File: config.mk
export PLATFORM = sky130hd
export DESIGN_NAME = stft_alu
export DESIGN_NICKNAME = d
export VERILOG_FILES = /design/src/rtl/core/assert_macros.svh /design/src/rtl/core/stft_alu.sv
export SDC_FILE = /design/constraint.sdc
export NUM_CORES = 1
export LEC_CHECK = 0
export BUFFER_PORTS_ARGS = -buffer_cell sky130_fd_sc_hd__buf_2
export CAP_MARGIN = 20
export CORE_AREA = 2 2 39 41
export DETAILED_ROUTE_END_ITERATION = 10
export DIE_AREA = 0 0 41 43
export GPL_ROUTABILITY_DRIVEN = 0
export PLACE_DENSITY = 0.49
export SYNTH_ARGS = -nofsm -noshare
export SYNTH_HDL_FRONTEND = slang
export SYNTH_SLANG_ARGS = --single-unit
File: constraint.sdc
create_clock -name vclk -period 1.8
set_clock_uncertainty 0.15 [all_clocks]
set_input_delay 0.18 -clock vclk [all_inputs]
set_output_delay 0.18 -clock vclk [all_outputs]
set_load 0.03 [all_outputs]
File: src/rtl/core/assert_macros.svh
// ---------------------------------------------------------------------------
// assert_macros.svh
// concurrent assertion shorthands, clocked on clk, disabled during reset
// ---------------------------------------------------------------------------
`ifndef ASSERT_MACROS_SVH
`define ASSERT_MACROS_SVH

// same-cycle implication
`define ASSERT_IMP(lbl, ante, cons, msg) \
  lbl: assert property (@(posedge clk) disable iff (!rst_n) (ante) |-> (cons)) \
    else $error(msg);

// next-cycle implication
`define ASSERT_NXT(lbl, ante, cons, msg) \
  lbl: assert property (@(posedge clk) disable iff (!rst_n) (ante) |=> (cons)) \
    else $error(msg);

`endif

File: src/rtl/core/stft_alu.sv
// ---------------------------------------------------------------------------
// stft_alu
// shared adder for column counting, prefix sum and slot advance
// ---------------------------------------------------------------------------
module stft_alu #(
  parameter int W = 7
) (
  input  logic [W-1:0] a,
  input  logic [W-1:0] b,
  output logic [W-1:0] sum
);

  assign sum = a + b;

endmodule

Word level (Yosys, flattened, before mapping)
Cells that the tools add are included.
{"block": "totals", "reg_bits": 0, "in_bits": 14, "out_inout_bits": 7, "wordCells": 1}
{"block": "classes", "n_addsub": 1}
{"cell": "7-bit adder", "n": 1}

Longest topological paths before layout
{"block": "depth", "word_depth": 1, "depth_mapped": 7, "mapped_depth_nobuf": 7}

Worst setup path after synthesis
OpenSTA, ideal clock, no wires.
{"block": "synth_path", "kind": "input port to output port", "startpoint": "input a[0]", "endpoint": "output sum[6]", "arrival_ns": 1.961, "required_ns": 1.470, "path_slack_ns": -0.491, "cell_stages": 7, "n_path_buf": 0, "path_cell_list": "ha_1 inv_1 fa_1 nor2b_4 o31a_1 o32ai_1 a311oi_1"}
{"block": "synth_via", "elab_chain_cells": 1}
{"item": "from (decl)", "line_no": "stft_alu.sv:8", "rtl": "input logic [W-1:0] a,"}
{"item": "7-bit adder", "line_no": "stft_alu.sv:13", "rtl": "assign sum = a + b;"}
{"item": "to (decl)", "line_no": "stft_alu.sv:10", "rtl": "output logic [W-1:0] sum"}
No other way between the ends.

Worst setup path after layout
Same ends and word-level chain as after synthesis.

==> flow_summary_export.csv <==
group,metric,value,unit
route,first_iter_violations,5,
route,met3WireLength,30,µm
synthesis,synth_top_area_cell,"ha_1",
place,port_buffers,21,
power,seqPwrFrac,0,%
job,maxCapViolations,0,
floorplanning,rows,14,
sta,setup_tns,-0.136,ns
synthesis,synth_simple_gate_area_share,13.4,%
worst_setup_path,cp_num_buf_inv,3,
sta,worst_slack,-0.136,ns
worst_setup_path,arrival,1.61,ns
power,powerDensity,443,mW/mm²
worst_setup_path,crit_slowest_cell,"fa_2",
worst_setup_path,setup.worst_path.class,"in2out",
power,peakVddDrop,169,µV
worst_setup_path,worst-path-stages,9,
final_layout,seq_area,0,µm²
floorplanning,coreArea,0.00138,mm²
worst_setup_path,cp_top_family,"compound AO/OA/AOI/OAI gates",
final_layout,layout.nets,86,
global_route,track_usage,8.51,%
global_route,grt_pass1_wl,1150,µm
worst_setup_path,crit_path_end,"sum[6]",
route,met1_length,304,µm
final_layout,clkbuf_count,0,
global_route,grt_max_degree,6,
synthesis,synth.area.mux_share,0,%
route,ant_nets,0,
power,switching_share,53.4,%
global_route,grt.overflow.total,0,
route,wl_per_cell,9.03,µm
synthesis,synth_compound_area_share,30.1,%
sta,maxSlewViolCount,0,
global_route,antenna_found_initial,0,
synthesis,synthAdderAreaFrac,35.2,%
sta,hold_viol,0,
worst_setup_path,critPathLaunchType,"input port",
route,drtPass1Iterations,4,
sta,fin_crit_sh,108,%
floorplanning,fp.dieH,43,µm
worst_setup_path,crit_fanout,3,
floorplanning,ios,21,
final_layout,final_core_util,40.6,%
route,top_layer,"met3",
final_layout,fill_cells,152,
floorplanning,die_width,41,µm
synthesis,synth_cell_types,19,
place,dp_slack,-0.292,ns
outcome,status,"finished, violations left",
place,dp_hpwl,590,µm
final_layout,area_growth,108,%
synthesis,synthTopCellsByArea,"ha_1 (28%), xnor2_1 (9.7%), fa_1 (7.4%)",
route,vias,341,
sta,slew_headroom,79.8,%
worst_setup_path,crit_chain,"buf_6 > ha_4 > inv_2 > fa_2 > nor2b_4 > o31a_1 > o32ai_2 > a311oi_4 > buf_6",
synthesis,synth_warnings,0,
global_route,grt_pass1_vias,299,
power,power_switching,0.133,mW
route,wl_met2,379,µm
synthesis,synth_xor_area_share,15.7,%
worst_hold_path,worstHoldPathType,"in2out",
sta,max_freq,0.516,GHz
sta,worst_pin_slew,0.302,ns
worst_setup_path,required,1.47,ns
synthesis,synth_nets,54,
synthesis,yosysTopAreaCellShare,27.8,%
power,leakage,0.269,nW
outcome,violations,"negative setup slack",
synthesis,synth_top_family_by_area,"adder cells",
worst_setup_path,cpMostUsedCell,"buf_6",
power,p_comb_share,100.0,%
floorplanning,initial_core_util,19.5,%
route,wl,713,µm
synthesis,syn_inst,33,
sta,report.final.setup_viol,1,
worst_setup_path,critPathLaunch,"a[0]",
final_layout,seq_cells,0,
route,drc,0,
floorplanning,dieArea,0.00176,mm²
worst_setup_path,cp-end-kind,"primary output",
power,intPower,0.116,mW
worst_setup_path,slowest_delay,0.38,ns
synthesis,yosysSeqAreaShare,0,%
final_layout,diodes,0,
synthesis,postSynthAreaPerCell,8.19,µm²
route,avgViaCountPerCell,4.32,
sta,rsz0062_at_grt,"true",
final_layout,drive_gt1_share,66.7,%
power,clkPwrFrac,0,%
synthesis,syn_area,270,µm²
sta,finalCriticalPeriod,1.94,ns
how the worst min path moves through the flow:
stage | start | endpoint | slack [ns] | cells after the start
finish | b[0] | sum[0] | 0.57 | 3
global route | b[0] | sum[0] | 0.57 | 3
CTS | a[0] | sum[0] | 0.57 | 3
detailed placement | b[0] | sum[0] | 0.60 | 3
global placement | b[0] | sum[0] | 0.60 | 3
floorplan | b[0] | sum[0] | 0.36 | 1
area by class of cell:
| type | count | area (µm²) | share of cell area [%] |
|---|---|---|---|
| Inverter | 4 | 15.0 | 2.67 |
| Multi-Input combinational cell | 29 | 333 | 59.2 |
| Tap cell | 16 | 20.0 | 3.56 |
| Timing Repair Buffer | 30 | 194 | 34.5 |
cells in the final DEF (no fill, tap or decap), types with 2 or more instances in the layout:
cell type,count
xnor2_1,3
nand2_1,2
inv_1,3
buf_4,10
buf_2,17
ha_4,3
ha_1,3
buf_6,3
a21oi_1,2
logic make-up (layout without fill, tap and decap cells):
group,count (synthesis),count (layout)
simple gates,6,6
compound gates,12,12
xor+xnor,4,4
fa+ha+maj,7,7
buf+inv,4,34
stage by stage:
step	instances	hold slack [ns]	area, µm²	total power, mW
floorplan	33	0.365	310	0.153
global placement	78	0.595	495	0.221
detailed placement	78	0.597	495	0.223
CTS	79	0.570	542	0.242
global route	79	0.573	562	0.268
finish	79	0.567	562	0.249
worst min-delay path: stages:
cell   delay (ns)
buf_6        0.07
ha_4         0.10
buf_2        0.18
metal layers:
metal | vias to the layer above | track usage, %
li1 | 183 | -
met1 | 152 | 11.8
met2 | 6 | 15.0
met3 | 0 | 0
met4 | 0 | 0
met5 | - | 0
synthesized netlist by cell type:
cell type  number
a211oi_1        1
a21o_1          1
a21oi_1         3
a311oi_1        1
fa_1            1
ha_1            6
inv_1           4
nand2_1         2
nand3_1         1
nor2_1          1
nor2b_4         1
o21a_1          1
o21ai_0         2
o21bai_1        1
o31a_1          1
o32ai_1         1
or3_1           1
xnor2_1         3
xor2_2          1
power by group through the flow:
stage / clock network [mW] / registers, mW / logic, mW
final: 0 / 0 / 0.249
after CTS: 0 / 0 / 0.242
after floorplan: 0 / 0 / 0.153
after global routing: 0 / 0 / 0.268
after detailed placement: 0 / 0 / 0.223
after global placement: 0 / 0 / 0.221
what timing repair did:
item | CTS | global route
hold buffers | 0 | 0
gates resized for setup | 7 | 4
setup buffers | 1 | 0
hold endpoints to repair | 0 | 0
pin swaps | 7 | 8
setup endpoints to repair | 2 | 2
No activity file was read; power rests on OpenSTA's default activity.
