## config.mk

```make
export PLATFORM = sky130hd
export DESIGN_NAME = stft_col_table
export DESIGN_NICKNAME = d
export VERILOG_FILES = /design/src/rtl/core/assert_macros.svh /design/src/rtl/core/stft_pkg.sv /design/src/rtl/core/stft_col_table.sv
export SDC_FILE = /design/constraint.sdc
export NUM_CORES = 2
export LEC_CHECK = 0
export BUFFER_PORTS_ARGS = -buffer_cell sky130_fd_sc_hd__buf_4
export CAP_MARGIN = 0
export CORE_ASPECT_RATIO = 0.6
export CORE_UTILIZATION = 40
export CTS_CLUSTER_SIZE = 16
export DETAILED_ROUTE_END_ITERATION = 10
export MAX_ROUTING_LAYER = met4
export PLACE_DENSITY_LB_ADDON = 0.05
export SLEW_MARGIN = 20
export SYNTH_ARGS = -nofsm -noshare
export SYNTH_HDL_FRONTEND = slang
export SYNTH_SLANG_ARGS = --single-unit
```

## constraint.sdc

```tcl
create_clock -name clk -period 4.8 [get_ports clk]
set_input_delay 0.96 -clock clk [delete_from_list [all_inputs] [get_ports clk]]
set_output_delay 0.96 -clock clk [all_outputs]
set_load 0.1 [all_outputs]
```

## src/rtl/core/assert_macros.svh

```systemverilog
// ---------------------------------------------------------------------------
// assert_macros.svh
// concurrent assertion shorthands, clocked on clk, disabled during reset
// ---------------------------------------------------------------------------
`ifndef ASSERT_MACROS_SVH
`define ASSERT_MACROS_SVH

// same-cycle implication
`define ASSERT_IMP(lbl, ante, cons, msg) \
  lbl: assert property (@(posedge clk) disable iff (!rst_n) (ante) |-> (cons)) \
    else $error(msg);

// next-cycle implication
`define ASSERT_NXT(lbl, ante, cons, msg) \
  lbl: assert property (@(posedge clk) disable iff (!rst_n) (ante) |=> (cons)) \
    else $error(msg);

`endif

```

## src/rtl/core/stft_pkg.sv

```systemverilog
// ---------------------------------------------------------------------------
// stft_pkg
// shared constants and types of the sparse triplet transpose
// ---------------------------------------------------------------------------
package stft_pkg;

  localparam int MAX_ENTRIES_DEF = 64;
  localparam int MAX_DIM_DEF     = 256;

  localparam int ROW_W  = 8;
  localparam int COL_W  = 8;
  localparam int VAL_W  = 32;
  localparam int CFG_W  = 9;
  localparam int TRIP_W = ROW_W + COL_W + VAL_W;

  // configuration register indexes
  localparam logic [0:0] CFG_ROWS = 1'b0;
  localparam logic [0:0] CFG_COLS = 1'b1;

  localparam logic [CFG_W-1:0] COLS_RESET = 9'd256;

  // column table control
  typedef struct packed {
    logic rd_en;
    logic wr_en;
    logic clr_all;
  } col_ctl_t;

endpackage

```

## src/rtl/core/stft_col_table.sv

```systemverilog
// ---------------------------------------------------------------------------
// stft_col_table
// per-column counts, later overwritten with slot pointers; valid bits give
// the all-zero state after reset and after each transpose
// ---------------------------------------------------------------------------
module stft_col_table import stft_pkg::*; #(
  parameter int DEPTH = MAX_DIM_DEF,
  parameter int AW    = 8,
  parameter int DW    = 7
) (
  input  logic          clk,
  input  logic          rst_n,
  input  col_ctl_t      ctl,
  input  logic [AW-1:0] rd_addr,
  input  logic [AW-1:0] wr_addr,
  input  logic [DW-1:0] wr_data,
  output logic [DW-1:0] rd_data
);

  logic [DW-1:0]    mem [DEPTH];
  logic [DEPTH-1:0] vld_r;
  logic [DW-1:0]    data_q;
  logic             vld_q;

  always_ff @(posedge clk) begin
    if (ctl.wr_en) begin
      mem[wr_addr] <= wr_data;
    end
    if (ctl.rd_en) begin
      data_q <= mem[rd_addr];
      vld_q  <= vld_r[rd_addr];
    end
  end

  always_ff @(posedge clk) begin
    if (!rst_n || ctl.clr_all) begin
      vld_r <= '0;
    end else if (ctl.wr_en) begin
      vld_r[wr_addr] <= 1'b1;
    end
  end

  // never-written column reads as zero
  assign rd_data = vld_q ? data_q : '0;

endmodule

```

======== Word-level counts from Yosys, hierarchy flattened ========
Memories as Yosys holds them, arrays and structs flattened. A register that Yosys moved wholly into a read port is not among the register bits.
Cells that the tools add are included.
word-level totals
  logic and storage cells ................. 17
  memories ................................ 1
  input port bits ......................... 28
  register bits ........................... 257
  output and inout port bits .............. 7
  memory bits (writable) .................. 1792
memories
  name  words  width  read ports  clocked after memory_dff  write ports  line                  text
  mem   256    7      1           1                         1            stft_col_table.sv:20  logic [DW-1:0] mem [DEPTH];
cells by class
  magnitude comparators ................... 3
  multiplexer cells ....................... 7
  bitwise operators ....................... 1
  reduce and logical (&&, ||, !) cells .... 3
operators by type and width
  cell                                                                                  count
  256-bit bitwise OR                                                                    1
  8-bit by 9-bit < comparator with 1-bit output (second input constant)                 2
  1-bit binary-select mux with 8-bit select                                             1
  1-bit demux with 8-bit select                                                         1
  8-bit by 1-bit greater-or-equal comparator with 1-bit output (second input constant)  1
  7-bit two-way mux                                                                     1
  1-bit two-way mux                                                                     4
  1-bit logical AND                                                                     1
  1-bit logical NOT                                                                     1
  1-bit logical OR                                                                      1

======== Longest topological paths before layout ========
  word-level depth ........................ 5
  gate-level depth with buffers ........... 11
  mapped depth without buffers ............ 6

======== Least setup slack after synthesis ========
OpenSTA, ideal clock, no wires.
  path type ............................... input -> register
  start point ............................. input rd_addr[0]
  end point ............................... register data_q[1], read port of mem (data pin)
  setup slack ............................. 1.859 ns
  data required time ...................... 4.531 ns
  path buffers ............................ 3
  data arrival time ....................... 2.672 ns
  cell stages on the path ................. 8
  setup time .............................. 0.269 ns
  path through ............................ buf_6 > buf_6 > buf_2 > mux4_2 > a22oi_1 > a21oi_1 > nor4_1 > nor4_2
RTL lines
  element      line                  text
  from (decl)  stft_col_table.sv:14  input logic [AW-1:0] rd_addr,
  to (decl)    stft_col_table.sv:22  logic [DW-1:0] data_q;

==> impl_metrics.toml <==
[run_status]
status = "finished clean"

[synthesis]
synth_xor_area_share_pct = 0
async_flop_share_pct = 0
seq_area_frac_synth_pct = 74.8
syn_avg_cell_area_um2 = 18.5
synth_simple_gate_area_share_pct = 4.89
synth_nets = 4313
synth_top_family_by_area = "multiplexers"
muxShareOfSynthArea_pct = 14.4
synth_ff_type = "edfxtp_1"
synth_compound_area_share_pct = 3.98
yosys_warnings = 0
synth_edf_count = 1800
synth.distinct_cells = 52
synth_fa_ha_area_share_pct = 0
synthesis.instances = 4285
netlist_area_mm2 = 0.0791
synth-seq-cells = 2056

[floorplan]
initial_core_util_pct = 40.2
io_pins = 35
rows = 126
die_x_um = 576
core_mm2 = 0.197
die_h_um = 346
die_area_mm2 = 0.200

[global_route]
grt_pass1_wl_mm = 331
grt_max_degree = 129
antenna_found_initial = 16
grt-ovfl-total = 0
grt_usage_pct = 24.3
grt_pass1_vias = 40900

[timing]
fmax_mhz = 256
setup_viol_count_final = 0
final_hold_viol_count = 0
slew-limit-headroom_pct = 23.0
setup_ws_ns = 0.890
worst_slew_pin_slew_ns = 1.16
period_minus_slack_ns = 3.91
slew_viol_final = 0
rsz0062_at_grt = "false"
fin_setup_tns_ns = 0
fin_crit_sh_pct = 81.5
clock_skew_ns = 0.0408

[pwr]
switchingPower_mw = 8.23
seqPwrFrac_pct = 52.4
p_clk_share_pct = 42.1
p_leak_nw = 28.7
p_per_area_mw_per_mm2 = 411
comb_power_share_pct = 5.5
swShare_pct = 22.1
ir_drop_uv = 257
total_power_mw = 37.2
p_int_mw = 28.9

[place]
io_buffers = 34
dp_hpwl_mm = 151
gp_congestion = 0.860
dp_slack_ns = 0.183

[clocking]
postCtsSetupBuffers = 0
cts_buffers = 200
clkLatencyLatePin_ns = 0.86
hold_buffers = 0
clock_path_buffers = 4
cts_tree = "done"
cts_sinks = 2056
clk_pin_slew_ns = 0.06
htreeDepth = 4
post_cts_resized = 0
cts-root-buf = "clkbuf_16"

[critical_path]
crit_slowest_cell = "nor3_1"
cp_max_fo = 19
cp_num_buf_inv = 3
crit_arrival_ns = 4.46
critPathMaxStageDelay_ns = 0.71
path_cells = "buf_8 -> buf_4 -> mux4_2 -> a22o_1 -> a221oi_1 -> buf_4 -> o22ai_1 -> nor3_1 -> nor4_1"
cp-start-kind = "input pin"
critPathMostFrequentCell = "buf_4"
path_class = "in2reg"
cp_data_required_time_ns = 5.35
cp-end-kind = "flop"
crit_family = "compound AO/OA/AOI/OAI gates"

[flow_run]
drv_cap = 0

[route]
routed-via-count = 42100
drtIter0Drc = 4689
drt_pass1_iterations = 5
drcViolationCount = 0
via_per_inst = 5.72
wl_per_cell_um = 32.0
postRouteAntennaNets = 0
drt-total-wl_mm = 236

[layout]
seqCellArea_mm2 = 0.0592
postLayoutCoreUtil_pct = 46.0
drive_gt1_share_pct = 23.8
fillerInstances = 16600
nets = 4606
multi_input_area_mm2 = 0.0185
area_growth_pct = 14.4

[worst_hold_path]
min_path_type = "reg2reg"
state kept, by name, indices dropped and copies added (netlist names):
| signal | flops |
|---|---|
| data_q | 7 |
| vld_q | 1 |
| mem | 1792 |
| vld_r | 256 |
power by group through the flow:
stage               sequential [mW]  combinational, mW  clock, mW
global placement               19.9               2.05          0
detailed placement             19.9               2.04          0
global route                   19.5               2.15       16.6
CTS                            19.5               2.05       16.0
floorplan                      19.9               1.00          0
finish                         19.5               2.05       15.7
kinds of logic after synthesis:
logic type / after synthesis
flops: 2056
buf+inv: 268
mux: 596
simple gates: 928
compound gates: 437
cell type report:
| type | instances | area share, % |
|---|---|---|
| diodes | 7 | 0.0194 |
| inverters | 2 | 0.00830 |
| clock buffers | 289 | 6.23 |
| repair buffers | 357 | 3.49 |
| flip-flops and latches | 2056 | 65.4 |
| clock inverters | 75 | 0.798 |
| multi-input cells | 1961 | 20.4 |
| well taps | 2624 | 3.63 |
synthesized netlist by cell type, types with 2 or more instances:
master    number  area share (%)
edfxtp_1    1800              68
nor2_1       730             3.5
mux4_2       430              12
dfxtp_1      256             6.5
mux2i_1      165             2.1
a22oi_1      154             1.5
clkbuf_1     142            0.67
a21oi_1       84            0.53
o22ai_1       56            0.44
buf_2         55            0.35
nand2_1       45            0.21
nand3_1       32            0.20
nor4_1        32            0.25
o221ai_1      32            0.35
o21ba_2       29            0.37
buf_4         25            0.24
buf_6         22            0.31
a221oi_1      17            0.19
a22o_1        16            0.18
nor2b_1       15            0.12
nor3_1        15           0.095
nand4_1       13            0.10
a211oi_1      12            0.11
nand2b_1      11           0.087
buf_12        10            0.25
and2_1         9           0.071
a311oi_1       7           0.078
buf_1          7           0.033
o21ai_1        7           0.044
or2_2          7           0.055
a31oi_1        5           0.040
buf_8          5           0.095
nor4_2         5           0.079
o211ai_1       5           0.047
o22a_1         5           0.055
nand3b_1       4           0.038
o21ai_0        4           0.025
and3b_1        2           0.022
inv_1          2          0.0095
stage by stage:
step                instance area [um2]  hold slack [ns]  cells
global route                      90500            0.468   7366
detailed placement                84100            0.452   6999
CTS                               90500            0.458   7363
floorplan                         79100            0.432   4285
finish                            90500            0.465   7371
global placement                  84100            0.443   6999
routing by layer:
metal	GRT usage (%)	up-vias	share of wire, %
met5	-	-	0
met4	4.52	0	1.7
met3	7.60	266	9.9
met2	30.2	1533	39
met1	38.5	22600	49
li1	-	17700	-
tightest hold or removal path, stage by stage (launching register included):
cell and delay (ns):
dfxtp_1 0.32, nor2_1 0.04, nor2_1 0.07
cells in the final DEF, fill, tap and decap left out, drive strengths merged, types with 9 or more instances in the layout:
cell and n:
o21ai 11, clkinv 55, o221ai 32, and2 9, buf 356, nor3 15
o21ba 29, clkbuf 290, a21oi 84, o22ai 56, nor2 730, a211oi 12
a221oi 18, bufinv 13, dfxtp 256, a22oi 154, a22o 16, mux4 431
edfxtp 1800, nand4 13, nor2b 15, nand2b 11, nand2 45, mux2i 165
nand3 32, nor4 37
worst paths after layout:
path / start / slack (ns) / depth (start not counted) / to
worst max register to register: mem[63][6] / 1.48 / 7 / data_q[6]
worst max-delay path: rd_addr[0] / 0.89 / 9 / data_q[6]
worst min-delay path: vld_r[38] / 0.47 / 2 / vld_r[38]
worst min register to register: vld_r[38] / 0.47 / 2 / vld_r[38]
(Power assumes the default switching activity.)
